`src/rtl/eps_pkg.sv`:
```
`default_nettype none

package eps_pkg;

    localparam int unsigned CFG_DATA_W  = 8;
    localparam int unsigned CFG_INDEX_W = 3;

    localparam int unsigned RPM_UNIT        = 100;
    localparam int unsigned OIL_RELEASE_CAP = 250;

    typedef enum logic [CFG_INDEX_W-1:0] {
        CFG_RPM_GUARD_ON       = 3'd0,
        CFG_RPM_LIMIT_HUNDREDS = 3'd1,
        CFG_RPM_HYST_HUNDREDS  = 3'd2,
        CFG_OIL_GUARD_ON       = 3'd3,
        CFG_OIL_TRIP_LEVEL     = 3'd4,
        CFG_OIL_HYST           = 3'd5,
        CFG_OIL_DELAY_TICKS    = 3'd6,
        CFG_CUT_KIND           = 3'd7
    } cfg_index_t;

    typedef struct packed {
        logic [15:0] engine_rpm;
        logic [7:0]  oil_level;
    } sample_word_t;

    typedef struct packed {
        logic rpm_tripped;
        logic oil_tripped;
        logic fuel_cut;
        logic spark_cut;
    } result_word_t;

endpackage

`default_nettype wire

```
`src/rtl/eps_chan_if.sv`:
```
`default_nettype none

interface eps_chan_if #(
    parameter type payload_t = logic
);
    logic     valid;
    logic     ready;
    payload_t data;

    modport source (output valid, output data, input ready);
    modport sink   (input valid, input data, output ready);
endinterface

`default_nettype wire

```
`src/rtl/engine_protection_supervisor_unit.sv`:
```
`default_nettype none

// Over-speed and low oil pressure supervisor. Each sample word on the input channel is one
// protection tick and produces exactly one result word: the word is held in the input
// register, then passes through the latch logic into the output register.
// A new sample can be taken in every cycle; the rate is set by the single update of the
// latch and counter registers per word, and the block stalls only when the output register
// is full and not being drained. The configuration registers should be written only when
// no word is in flight.
module engine_protection_supervisor_unit (
    input  wire logic                          clk,
    input  wire logic                          rst_n,
    input  wire logic                          cfg_we,
    input  wire eps_pkg::cfg_index_t           cfg_index,
    input  wire logic [eps_pkg::CFG_DATA_W-1:0] cfg_data,
    eps_chan_if.sink                           sample,
    eps_chan_if.source                         result
);
    import eps_pkg::*;

    logic       rpm_guard_on_reg;
    logic [7:0] rpm_limit_reg;
    logic [7:0] rpm_hyst_reg;
    logic       oil_guard_on_reg;
    logic [7:0] oil_trip_reg;
    logic [7:0] oil_hyst_reg;
    logic [7:0] oil_delay_reg;
    logic [1:0] cut_kind_reg;

    logic         in_valid_reg;
    sample_word_t in_data_reg;
    logic         out_valid_reg;
    result_word_t out_data_reg;
    result_word_t out_data_next;

    logic       rpm_latch_reg;
    logic       rpm_latch_next;
    logic       oil_latch_reg;
    logic       oil_latch_next;
    logic [7:0] oil_count_reg;
    logic [7:0] oil_count_next;

    logic advance;
    logic in_ready;

    logic        rpm_en;
    logic [15:0] rpm_limit_val;
    logic [15:0] rpm_release_val;
    logic [7:0]  rpm_diff;
    logic        oil_en;
    logic [8:0]  oil_sum;
    logic [7:0]  oil_release;
    logic [7:0]  oil_delay_eff;
    logic [7:0]  oil_count_inc;
    logic        any_trip;

    assign advance      = in_valid_reg && (!out_valid_reg || result.ready);
    assign in_ready     = !in_valid_reg || advance;
    assign sample.ready = in_ready;
    assign result.valid = out_valid_reg;
    assign result.data  = out_data_reg;

    always_ff @(posedge clk or negedge rst_n)
    begin
        if (!rst_n)
        begin
            rpm_guard_on_reg <= 1'b0;
            rpm_limit_reg    <= '0;
            rpm_hyst_reg     <= '0;
            oil_guard_on_reg <= 1'b0;
            oil_trip_reg     <= '0;
            oil_hyst_reg     <= '0;
            oil_delay_reg    <= '0;
            cut_kind_reg     <= '0;
        end
        else if (cfg_we)
        begin
            case (cfg_index)
                CFG_RPM_GUARD_ON:       rpm_guard_on_reg <= cfg_data[0];
                CFG_RPM_LIMIT_HUNDREDS: rpm_limit_reg    <= cfg_data[7:0];
                CFG_RPM_HYST_HUNDREDS:  rpm_hyst_reg     <= cfg_data[7:0];
                CFG_OIL_GUARD_ON:       oil_guard_on_reg <= cfg_data[0];
                CFG_OIL_TRIP_LEVEL:     oil_trip_reg     <= cfg_data[7:0];
                CFG_OIL_HYST:           oil_hyst_reg     <= cfg_data[7:0];
                CFG_OIL_DELAY_TICKS:    oil_delay_reg    <= cfg_data[7:0];
                CFG_CUT_KIND:           cut_kind_reg     <= cfg_data[1:0];
                default:                ;
            endcase
        end
    end

    always_ff @(posedge clk or negedge rst_n)
    begin
        if (!rst_n)
        begin
            in_valid_reg  <= 1'b0;
            out_valid_reg <= 1'b0;
            rpm_latch_reg <= 1'b0;
            oil_latch_reg <= 1'b0;
            oil_count_reg <= '0;
        end
        else
        begin
            if (in_ready)
            begin
                in_valid_reg <= sample.valid;
            end
            if (advance)
            begin
                out_valid_reg <= 1'b1;
                rpm_latch_reg <= rpm_latch_next;
                oil_latch_reg <= oil_latch_next;
                oil_count_reg <= oil_count_next;
            end
            else if (result.ready)
            begin
                out_valid_reg <= 1'b0;
            end
        end
    end

    always_ff @(posedge clk)
    begin
        if (in_ready && sample.valid)
        begin
            in_data_reg <= sample.data;
        end
        if (advance)
        begin
            out_data_reg <= out_data_next;
        end
    end

    always_comb
    begin
        rpm_en          = rpm_guard_on_reg && (rpm_limit_reg != '0);
        rpm_limit_val   = 16'(16'(rpm_limit_reg) * 16'(RPM_UNIT));
        rpm_diff        = rpm_limit_reg - rpm_hyst_reg;
        rpm_release_val = (rpm_limit_reg > rpm_hyst_reg)
                          ? 16'(16'(rpm_diff) * 16'(RPM_UNIT)) : '0;

        if (!rpm_en)
        begin
            rpm_latch_next = 1'b0;
        end
        else if (rpm_latch_reg)
        begin
            rpm_latch_next = !(in_data_reg.engine_rpm <= rpm_release_val);
        end
        else
        begin
            rpm_latch_next = (in_data_reg.engine_rpm >= rpm_limit_val);
        end

        oil_en        = oil_guard_on_reg && (oil_trip_reg != '0);
        oil_sum       = {1'b0, oil_trip_reg} + {1'b0, oil_hyst_reg};
        oil_release   = (oil_sum > 9'(OIL_RELEASE_CAP)) ? 8'(OIL_RELEASE_CAP) : oil_sum[7:0];
        oil_delay_eff = (oil_delay_reg == '0) ? 8'd1 : oil_delay_reg;
        oil_count_inc = (oil_count_reg == 8'hFF) ? oil_count_reg : oil_count_reg + 8'd1;

        oil_latch_next = oil_latch_reg;
        oil_count_next = oil_count_reg;
        if (!oil_en)
        begin
            oil_latch_next = 1'b0;
            oil_count_next = '0;
        end
        else if (oil_latch_reg)
        begin
            if (in_data_reg.oil_level > oil_release)
            begin
                oil_latch_next = 1'b0;
                oil_count_next = '0;
            end
        end
        else if (in_data_reg.oil_level <= oil_trip_reg)
        begin
            oil_count_next = oil_count_inc;
            oil_latch_next = (oil_count_inc >= oil_delay_eff);
        end
        else
        begin
            oil_count_next = '0;
        end

        any_trip                  = rpm_latch_next || oil_latch_next;
        out_data_next.rpm_tripped = rpm_latch_next;
        out_data_next.oil_tripped = oil_latch_next;
        out_data_next.fuel_cut    = any_trip && cut_kind_reg[0];
        out_data_next.spark_cut   = any_trip && cut_kind_reg[1];
    end

`ifndef SYNTH
    // The waiting result always reflects the current latch state.
    a_out_matches_latch: assert property (@(posedge clk) disable iff (!rst_n)
        out_valid_reg |-> (out_data_reg.rpm_tripped == rpm_latch_reg &&
                           out_data_reg.oil_tripped == oil_latch_reg))
        else $error("result word does not match latch state");

    // A held input word must not change while the output side is stalled.
    a_in_hold: assert property (@(posedge clk) disable iff (!rst_n)
        (in_valid_reg && !advance) |=> (in_valid_reg && $stable(in_data_reg)))
        else $error("stalled input word was lost or changed");

    // The oil latch only sets when a word is processed.
    a_oil_set_on_advance: assert property (@(posedge clk) disable iff (!rst_n)
        $rose(oil_latch_reg) |-> $past(advance))
        else $error("oil latch set without a processed word");

    // A cut is only requested while some latch is set.
    a_cut_needs_trip: assert property (@(posedge clk) disable iff (!rst_n)
        (out_valid_reg && (out_data_reg.fuel_cut || out_data_reg.spark_cut))
            |-> (rpm_latch_reg || oil_latch_reg))
        else $error("cut requested with no latch set");
`endif

endmodule

`default_nettype wire

```
`src/flat_wrapper.sv`:
```
// flat-port wrapper written by rule: the top's interface ports become plain ports
module engine_protection_supervisor_unit_flat import eps_pkg::*;
  (clk, rst_n, cfg_we, cfg_index, cfg_data, sample_valid, sample_data, sample_ready, result_valid, result_data, result_ready);
  eps_chan_if #(.payload_t(sample_word_t)) sample_i ();
  eps_chan_if #(.payload_t(result_word_t)) result_i ();
  input  wire logic clk;
  input  wire logic rst_n;
  input  wire logic cfg_we;
  input  wire eps_pkg::cfg_index_t cfg_index;
  input  wire logic [eps_pkg::CFG_DATA_W-1:0] cfg_data;
  input wire logic [$bits(sample_i.valid)-1:0] sample_valid;
  input wire logic [$bits(sample_i.data)-1:0] sample_data;
  output wire logic [$bits(sample_i.ready)-1:0] sample_ready;
  output wire logic [$bits(result_i.valid)-1:0] result_valid;
  output wire logic [$bits(result_i.data)-1:0] result_data;
  input wire logic [$bits(result_i.ready)-1:0] result_ready;
  assign sample_i.valid = sample_valid;
  assign sample_i.data = sample_data;
  assign sample_ready = sample_i.ready;
  assign result_valid = result_i.valid;
  assign result_data = result_i.data;
  assign result_i.ready = result_ready;
  engine_protection_supervisor_unit u_core (.clk(clk), .rst_n(rst_n), .cfg_we(cfg_we), .cfg_index(cfg_index), .cfg_data(cfg_data), .sample(sample_i), .result(result_i));
endmodule
```
`config.mk`:
```
export PLATFORM = sky130hd
export DESIGN_NAME = engine_protection_supervisor_unit_flat
export DESIGN_NICKNAME = d
export VERILOG_FILES = /design/src/rtl/eps_pkg.sv /design/src/rtl/eps_chan_if.sv /design/src/rtl/engine_protection_supervisor_unit.sv /design/src/flat_wrapper.sv
export SDC_FILE = /design/constraint.sdc
export NUM_CORES = 1
export LEC_CHECK = 0
export BUFFER_PORTS_ARGS = -buffer_cell sky130_fd_sc_hd__buf_2
export CELL_PAD_IN_SITES_DETAIL_PLACEMENT = 0
export CELL_PAD_IN_SITES_GLOBAL_PLACEMENT = 2
export CORE_MARGIN = 4
export CORE_UTILIZATION = 43
export DETAILED_ROUTE_END_ITERATION = 6
export GPL_ROUTABILITY_DRIVEN = 0
export MAX_ROUTING_LAYER = met4
export PLACE_DENSITY = 0.94
export SKIP_CTS_REPAIR_TIMING = 1
export SLEW_MARGIN = 30
export SYNTH_ARGS = -nofsm -noshare
export SYNTH_HDL_FRONTEND = slang
export SYNTH_SLANG_ARGS = --single-unit
```
`constraint.sdc`:
```
create_clock -name clk -period 12.7 [get_ports clk]
set_clock_uncertainty 0.15 [all_clocks]
set_input_delay 0 -clock clk [delete_from_list [all_inputs] [get_ports clk]]
set_output_delay 0 -clock clk [all_outputs]
set_load 0.005 [all_outputs]
```
Word level (Yosys, flattened, before mapping):

Index checks and enable logic that the tools add are counted.

* memory bits (writable): 0
* output and inout port bits: 6
* register bits after elaboration: 84
* input bits: 40
* bits in latches: 0
* memories kept: 0
* memory bits (read-only): 0
* logic and storage cells: 82

* equality and inequality tests: 9
* divide/modulo/power cells: 0
* muxes and demuxes: 16
* $lt $le $gt $ge: 7
* $add $sub $neg: 3
* shift-type cells: 0
* $mul: 2
* bitwise operators: 0
* reduce and logical (&&, ||, !) cells: 26

Operators with widths (number)
* 8-bit 2-to-1 mux: 7
* 8-bit by 5-bit multiplier with 13-bit output (second input constant): 2
* 2-bit AND reduction: 9
* 16-bit by 15-bit >= comparator with 1-bit output: 1
* 8-bit greater-than comparator: 2
* 16-bit <= comparator: 1
* 8-bit nonzero test: 2
* 15-bit 2-to-1 mux: 1
* 3-bit equality test (second input constant): 4
* 8-bit by 8-bit adder with 9-bit output: 1
* 9-bit by 8-bit greater-than comparator with 1-bit output (second input constant): 1
* 8-bit by 1-bit adder with 8-bit output (second input constant): 1
* 8-bit equality test (second input constant): 1
* 8-bit >= comparator: 1
* 8-bit <= comparator: 1
* 8-bit logical NOT: 1
* 1-bit 2-to-1 mux: 8
* 8-bit subtractor: 1
* 3-bit by 2-bit equality test with 1-bit output (second input constant): 2
* 1-bit logical AND: 6
* 3-bit by 1-bit equality test with 1-bit output (second input constant): 1
* 1-bit logical NOT: 3
* 3-bit logical NOT: 1
* 1-bit logical OR: 3
* other kinds (2): 2

Depth between registers and ports, before layout:

* depth in word-level cells: 9
* depth in mapped cells: 26
* mapped depth without buffers: 26

Worst setup path before layout:

No wires, ideal clock.

* path kind: reg2reg
* from: register u_core.rpm_limit_reg[0]
* to: register u_core.out_data_reg, in the netlist u_core.result.data[0] (data pin)
* required time: 12283 ps
* stages on the path, launching flop included: 25
* data arrival time: 4920 ps
* slack: 7362 ps
* cells stage by stage: dfrtp_1 > inv_1 > ha_1 > fa_1 > nand2b_1 > a21boi_0 > o21a_1 > nor2_1 > ha_1 > ha_1 > inv_1 > fa_1 > inv_1 > ha_1 > a21oi_1 > o21ai_0 > o41ai_1 > xnor2_1 > nand2_1 > ha_1 > and4b_1 > a221oi_1 > o21ai_0 > nand4b_1 > a21boi_0

RTL lines
* start: declaration: RTL line engine_protection_supervisor_unit.sv:22 `logic [7:0] rpm_limit_reg;`
* start signal: assignment: RTL line engine_protection_supervisor_unit.sv:80 `CFG_RPM_LIMIT_HUNDREDS: rpm_limit_reg <= cfg_data[7:0];`
* end signal: assignment: RTL line engine_protection_supervisor_unit.sv:130 `out_data_reg <= out_data_next;`
* end: declaration: RTL line engine_protection_supervisor_unit.sv:33 `result_word_t out_data_reg;`

==> results.md <==
- The run finished with clean final reports.
- The number of cell instances on the worst register-to-register path is 24.
- After synthesis, the netlist uses 61 different library cells.
- Sequential cells were found to cover 34.11% of the synthesized design area.
- For this block, the routed nets add up to 15,110 um of wire.
- 0 antenna diodes ended up in the layout.
- The wire length per cell after detailed routing is 16.07 um.
- For this run, global-route usage on met3 was measured as 4.243%.
- The finished cells cover 0.007730 mm2.
- The sequential share of power is 18.3%.
- The Yosys warning count is 0.
- At the end of the flow, the number of nets in the layout was 927.
- The final count of hold timing violations is 0.
- The tool flagged a number of max-cap violations equal to 0.
- For met2 alone, demand over resource in global routing was between 30 and 40%.
- The minimum setup slack in the final design is about 6.7 ns.
- The remaining global-route overflow is 0.
- Cells with a size suffix above 1 make up about an eighth of the layout.
- The minimum period implied by the final worst setup slack is approximately 6 ns.
- TritonCTS built the clock tree.
- The effective utilization at floorplan is between 40 and 50%.
- The share of power burned in the clock network is approximately 14%.
- Registers take between 0.002 and 0.0025 mm2.
- The detailed router placed roughly 5,100 vias in this run.
- Of the total power, the share spent switching nets is 44.96%.
- The synthesized netlist net count is 835.
- The total number of placement rows is 44.
- Before antenna repair, the detailed router went through 4 iterations.
- The maximum level of the CTS H-tree is 3.
- The width of the die is between 100 and 150 um.
- The power spent charging and discharging nets is 0.8857 mW.
- In the synthesized netlist, the number of instances is around 660.
- The residual antenna-violating net count after detailed routing is 0.
- The initial detailed-routing violation count is 230.
- The most instantiated flip-flop cell in the synthesis netlist is sky130_fd_sc_hd__dfrtp_1.
- The path class of the tightest hold or removal check is primary input to asynchronous set/reset pin.
- The tightest hold path in the finished design has a slack of 0.1673 ns.
- The count of endpoints failing setup in the final report is 0.
- The footprint of the multi-input gates is 0.004014 mm2.
- The clock edge transition at the registers on the reported setup and hold paths is 0.07 ns.
- The first-pass GRT wire length is ~25,000 um.
- The worst setup path is captured at a flip-flop.
- Counting flops with a built-in enable in the synthesized netlist gives 28.
- The worst-case IR drop observed on VDD is 0.1945 mV.
- The endpoint arrival time on the critical path is about 6 ns.
- The slew at the pin closest to its max-slew limit is 0.7624 ns.
- In this run the tool buffered the top-level ports with 45 buffer cells.
- The number of sinks on the clock net is 84.
- For this run, the total global-route usage over all layers was measured as ~18%.
- At the later pin of the worst-skew pair, clock insertion delay measures about 0.36 ns.
- The number of clock buffers inserted by TritonCTS is 9.
- The via count of the first global-routing pass came to 5,101.
- Combinational logic burns 68.2% of the power.
- Timing would allow up to between 0.15 and 0.2 GHz.
- The critical path class is flip-flop to flip-flop.
- In the final timing run, aggregate negative setup slack is 0 ns.
- The post-placement setup slack is 6.746 ns.
- Setup repair after global routing left no endpoint under its margin.
- For this design the static power due to leakage is 3.748 nW.
- Entering global routing, the biggest net connects 57 pins.
- In the global route stage, met1 resource usage came out at 20.64%.
- The placed wire-length estimate is ~12,000 um.
- The number of synthesized register bits is 84.
- The final clock period utilization by the worst path is a little under half.
- Walking the worst path, the cells encountered are inv_1 > ha_1 > fa_1 > nand2b_1 > a21boi_0 > o21a_1 > nor2_1 > ha_1 > ha_1 > inv_1 > fa_1 > inv_1 > ha_1 > a21oi_1 > o21ai_0 > o41ai_1 > xnor2_1 > nand2_1 > ha_1 > and4b_1 > a221oi_1 > o21ai_0 > nand4b_1 > a21boi_0.
- The synthesis-to-finish area growth is 17.59%.
- Internal power comes to 1.084 mW.
- The critical path's largest stage delay is 0.53 ns.
- For this run, the share of the core covered by cells in the final layout is 52.39%.
- The DRC violation count after routing is 0.
- The cell seen most often among critical-path stages is sky130_fd_sc_hd__ha_1.
- The die footprint is 0.01733 mm2.
- The maximum fanout along the worst path is 4.
- Dividing the detail-routed via count by the number of cells gives approximately 5.4.
- The layout has between 1,000 and 1,500 filler cells.
- The nature of the critical path startpoint is a flip-flop.
- The number of antenna violations at the first check in global routing is 0.
- The clock root buffer master is sky130_fd_sc_hd__clkbuf_16.
- The count of final max-slew check failures was 0.
- The slowest stage of the critical path belongs to the cell sky130_fd_sc_hd__fa_1.
- The boundary pin count is 46.
- The core area is around 0.015 mm2.
- A synthesized cell averages 9.975 um2.
- The worst slew margin relative to its limit is 48.95%.
- The power density of the placed cells is 254.9 mW/mm2.
- The most congested layer reported by global routing is met2.
- The data required time of the worst path is 12.63 ns.
- In this run the cell area measured after placement is 0.007027 mm2.
- Counting along the longest clock path gives a buffer depth of 2.
- The async set-reset flop share out of synthesis is between 60 and 70%.
- In this run the cell area of the synthesized design comes to roughly 0.0066 mm2.
- The register with the most flip-flops in the layout has 24 of them.
- The vertical extent of the die is about 130 um.
## cell usage in the layout, fill, tap and decap left out, types with 3 or more instances in the layout
cell type,instances
sky130_fd_sc_hd__a21oi_1,29
sky130_fd_sc_hd__a21boi_0,4
sky130_fd_sc_hd__xor2_1,12
sky130_fd_sc_hd__ha_1,128
sky130_fd_sc_hd__buf_4,5
sky130_fd_sc_hd__o41ai_1,5
sky130_fd_sc_hd__nand4b_1,4
sky130_fd_sc_hd__nand2_1,54
sky130_fd_sc_hd__a211oi_1,6
sky130_fd_sc_hd__inv_1,74
sky130_fd_sc_hd__nor4_1,3
sky130_fd_sc_hd__nor2_1,36
sky130_fd_sc_hd__buf_2,45
sky130_fd_sc_hd__nand3_1,7
sky130_fd_sc_hd__and2_1,3
sky130_fd_sc_hd__dfrtp_1,56
sky130_fd_sc_hd__nor3_1,9
sky130_fd_sc_hd__o31ai_1,5
sky130_fd_sc_hd__clkbuf_16,10
sky130_fd_sc_hd__nand2b_1,12
sky130_fd_sc_hd__and3_1,4
sky130_fd_sc_hd__edfxtp_1,28
sky130_fd_sc_hd__o21a_1,4
sky130_fd_sc_hd__nand4_1,11
sky130_fd_sc_hd__o21ai_0,46
sky130_fd_sc_hd__xnor2_1,15
sky130_fd_sc_hd__fa_1,8
sky130_fd_sc_hd__nor2b_1,6
sky130_fd_sc_hd__a21o_1,13
sky130_fd_sc_hd__dlygate4sd3_1,40
sky130_fd_sc_hd__mux2_2,24
## layer usage
layer,vias up,routed length (um)
met2,78,7559
met5,-,0
li1,2556,-
met1,2396,6673
met4,0,440
met3,34,434
## final timing paths
kind / start / to / slack, ns
hold / removal: rst_n / u_core.oil_count_reg[7] / 0.17
setup reg to reg: u_core.rpm_limit_reg[0] / u_core.result.data[1] / 6.70
hold reg to reg: u_core.in_valid_reg / u_core.result.valid / 0.35
setup / recovery: u_core.rpm_limit_reg[0] / u_core.result.data[1] / 6.70
max in group asynchronous: rst_n / u_core.oil_hyst_reg[4] / 11.75
min in group clk: sample_data[11] / u_core.in_data_reg[11] / 0.20
## power by group through the flow
stage	clock network, mW	logic [mW]	registers (mW)
floorplan	0	1.05	0.350
global placement	0	1.29	0.364
detailed placement	0	1.33	0.364
CTS	0.276	1.35	0.360
global route	0.286	1.55	0.364
finish	0.267	1.34	0.360
## through the flow
step                std cells  power [mW]
floorplan                 659       1.397
global placement          884       1.655
detailed placement        884       1.697
CTS                       900       1.983
global route              940       2.205
finish                    940       1.970
## cells in the mapped netlist, types with 6 or more instances
master | number | area share, %
sky130_fd_sc_hd__nor3_1 | 9 | 0.69
sky130_fd_sc_hd__xnor2_1 | 15 | 2.0
sky130_fd_sc_hd__a211oi_1 | 6 | 0.69
sky130_fd_sc_hd__clkbuf_1 | 6 | 0.34
sky130_fd_sc_hd__nand4_1 | 11 | 1.0
sky130_fd_sc_hd__a21oi_1 | 29 | 2.2
sky130_fd_sc_hd__mux2_2 | 24 | 4.1
sky130_fd_sc_hd__o21ai_0 | 46 | 3.5
sky130_fd_sc_hd__nand3_1 | 7 | 0.53
sky130_fd_sc_hd__nand2_1 | 54 | 3.1
sky130_fd_sc_hd__nor2_1 | 36 | 2.1
sky130_fd_sc_hd__dfrtp_1 | 56 | 21
sky130_fd_sc_hd__inv_1 | 74 | 4.2
sky130_fd_sc_hd__ha_1 | 128 | 24
sky130_fd_sc_hd__nand2b_1 | 12 | 1.1
sky130_fd_sc_hd__a21o_1 | 13 | 1.5
sky130_fd_sc_hd__nor2b_1 | 6 | 0.57
sky130_fd_sc_hd__xor2_1 | 12 | 1.6
sky130_fd_sc_hd__edfxtp_1 | 28 | 13
sky130_fd_sc_hd__fa_1 | 8 | 2.4
## area by class of cell
| type | count | share of cell area, % |
|---|---|---|
| Clock buffer | 10 | 3.237 |
| Clock inverter | 6 | 0.6798 |
| Inverter | 74 | 3.593 |
| Multi-Input combinational cell | 492 | 51.93 |
| Sequential cell | 84 | 29.01 |
| Tap cell | 184 | 2.978 |
| Timing Repair Buffer | 90 | 8.579 |
## kinds of logic after synthesis
family	synth area share [%]
mux	4.263
fa+ha+maj	26.80
buf+inv	4.834
simple gates	13.00
flops	34.11
xor+xnor	3.597
compound gates	13.40
## worst max-delay path: cells and delay by family, from the launching register on
kind / cells / cell delay [ns]
fa+ha+maj: 7 / 2.34
xor+xnor: 1 / 0.17
compound gates: 8 / 1.73
simple gates: 5 / 0.77
buf+inv: 3 / 0.18
flops: 1 / 0.40
Power figures use the tool's default switching activity.
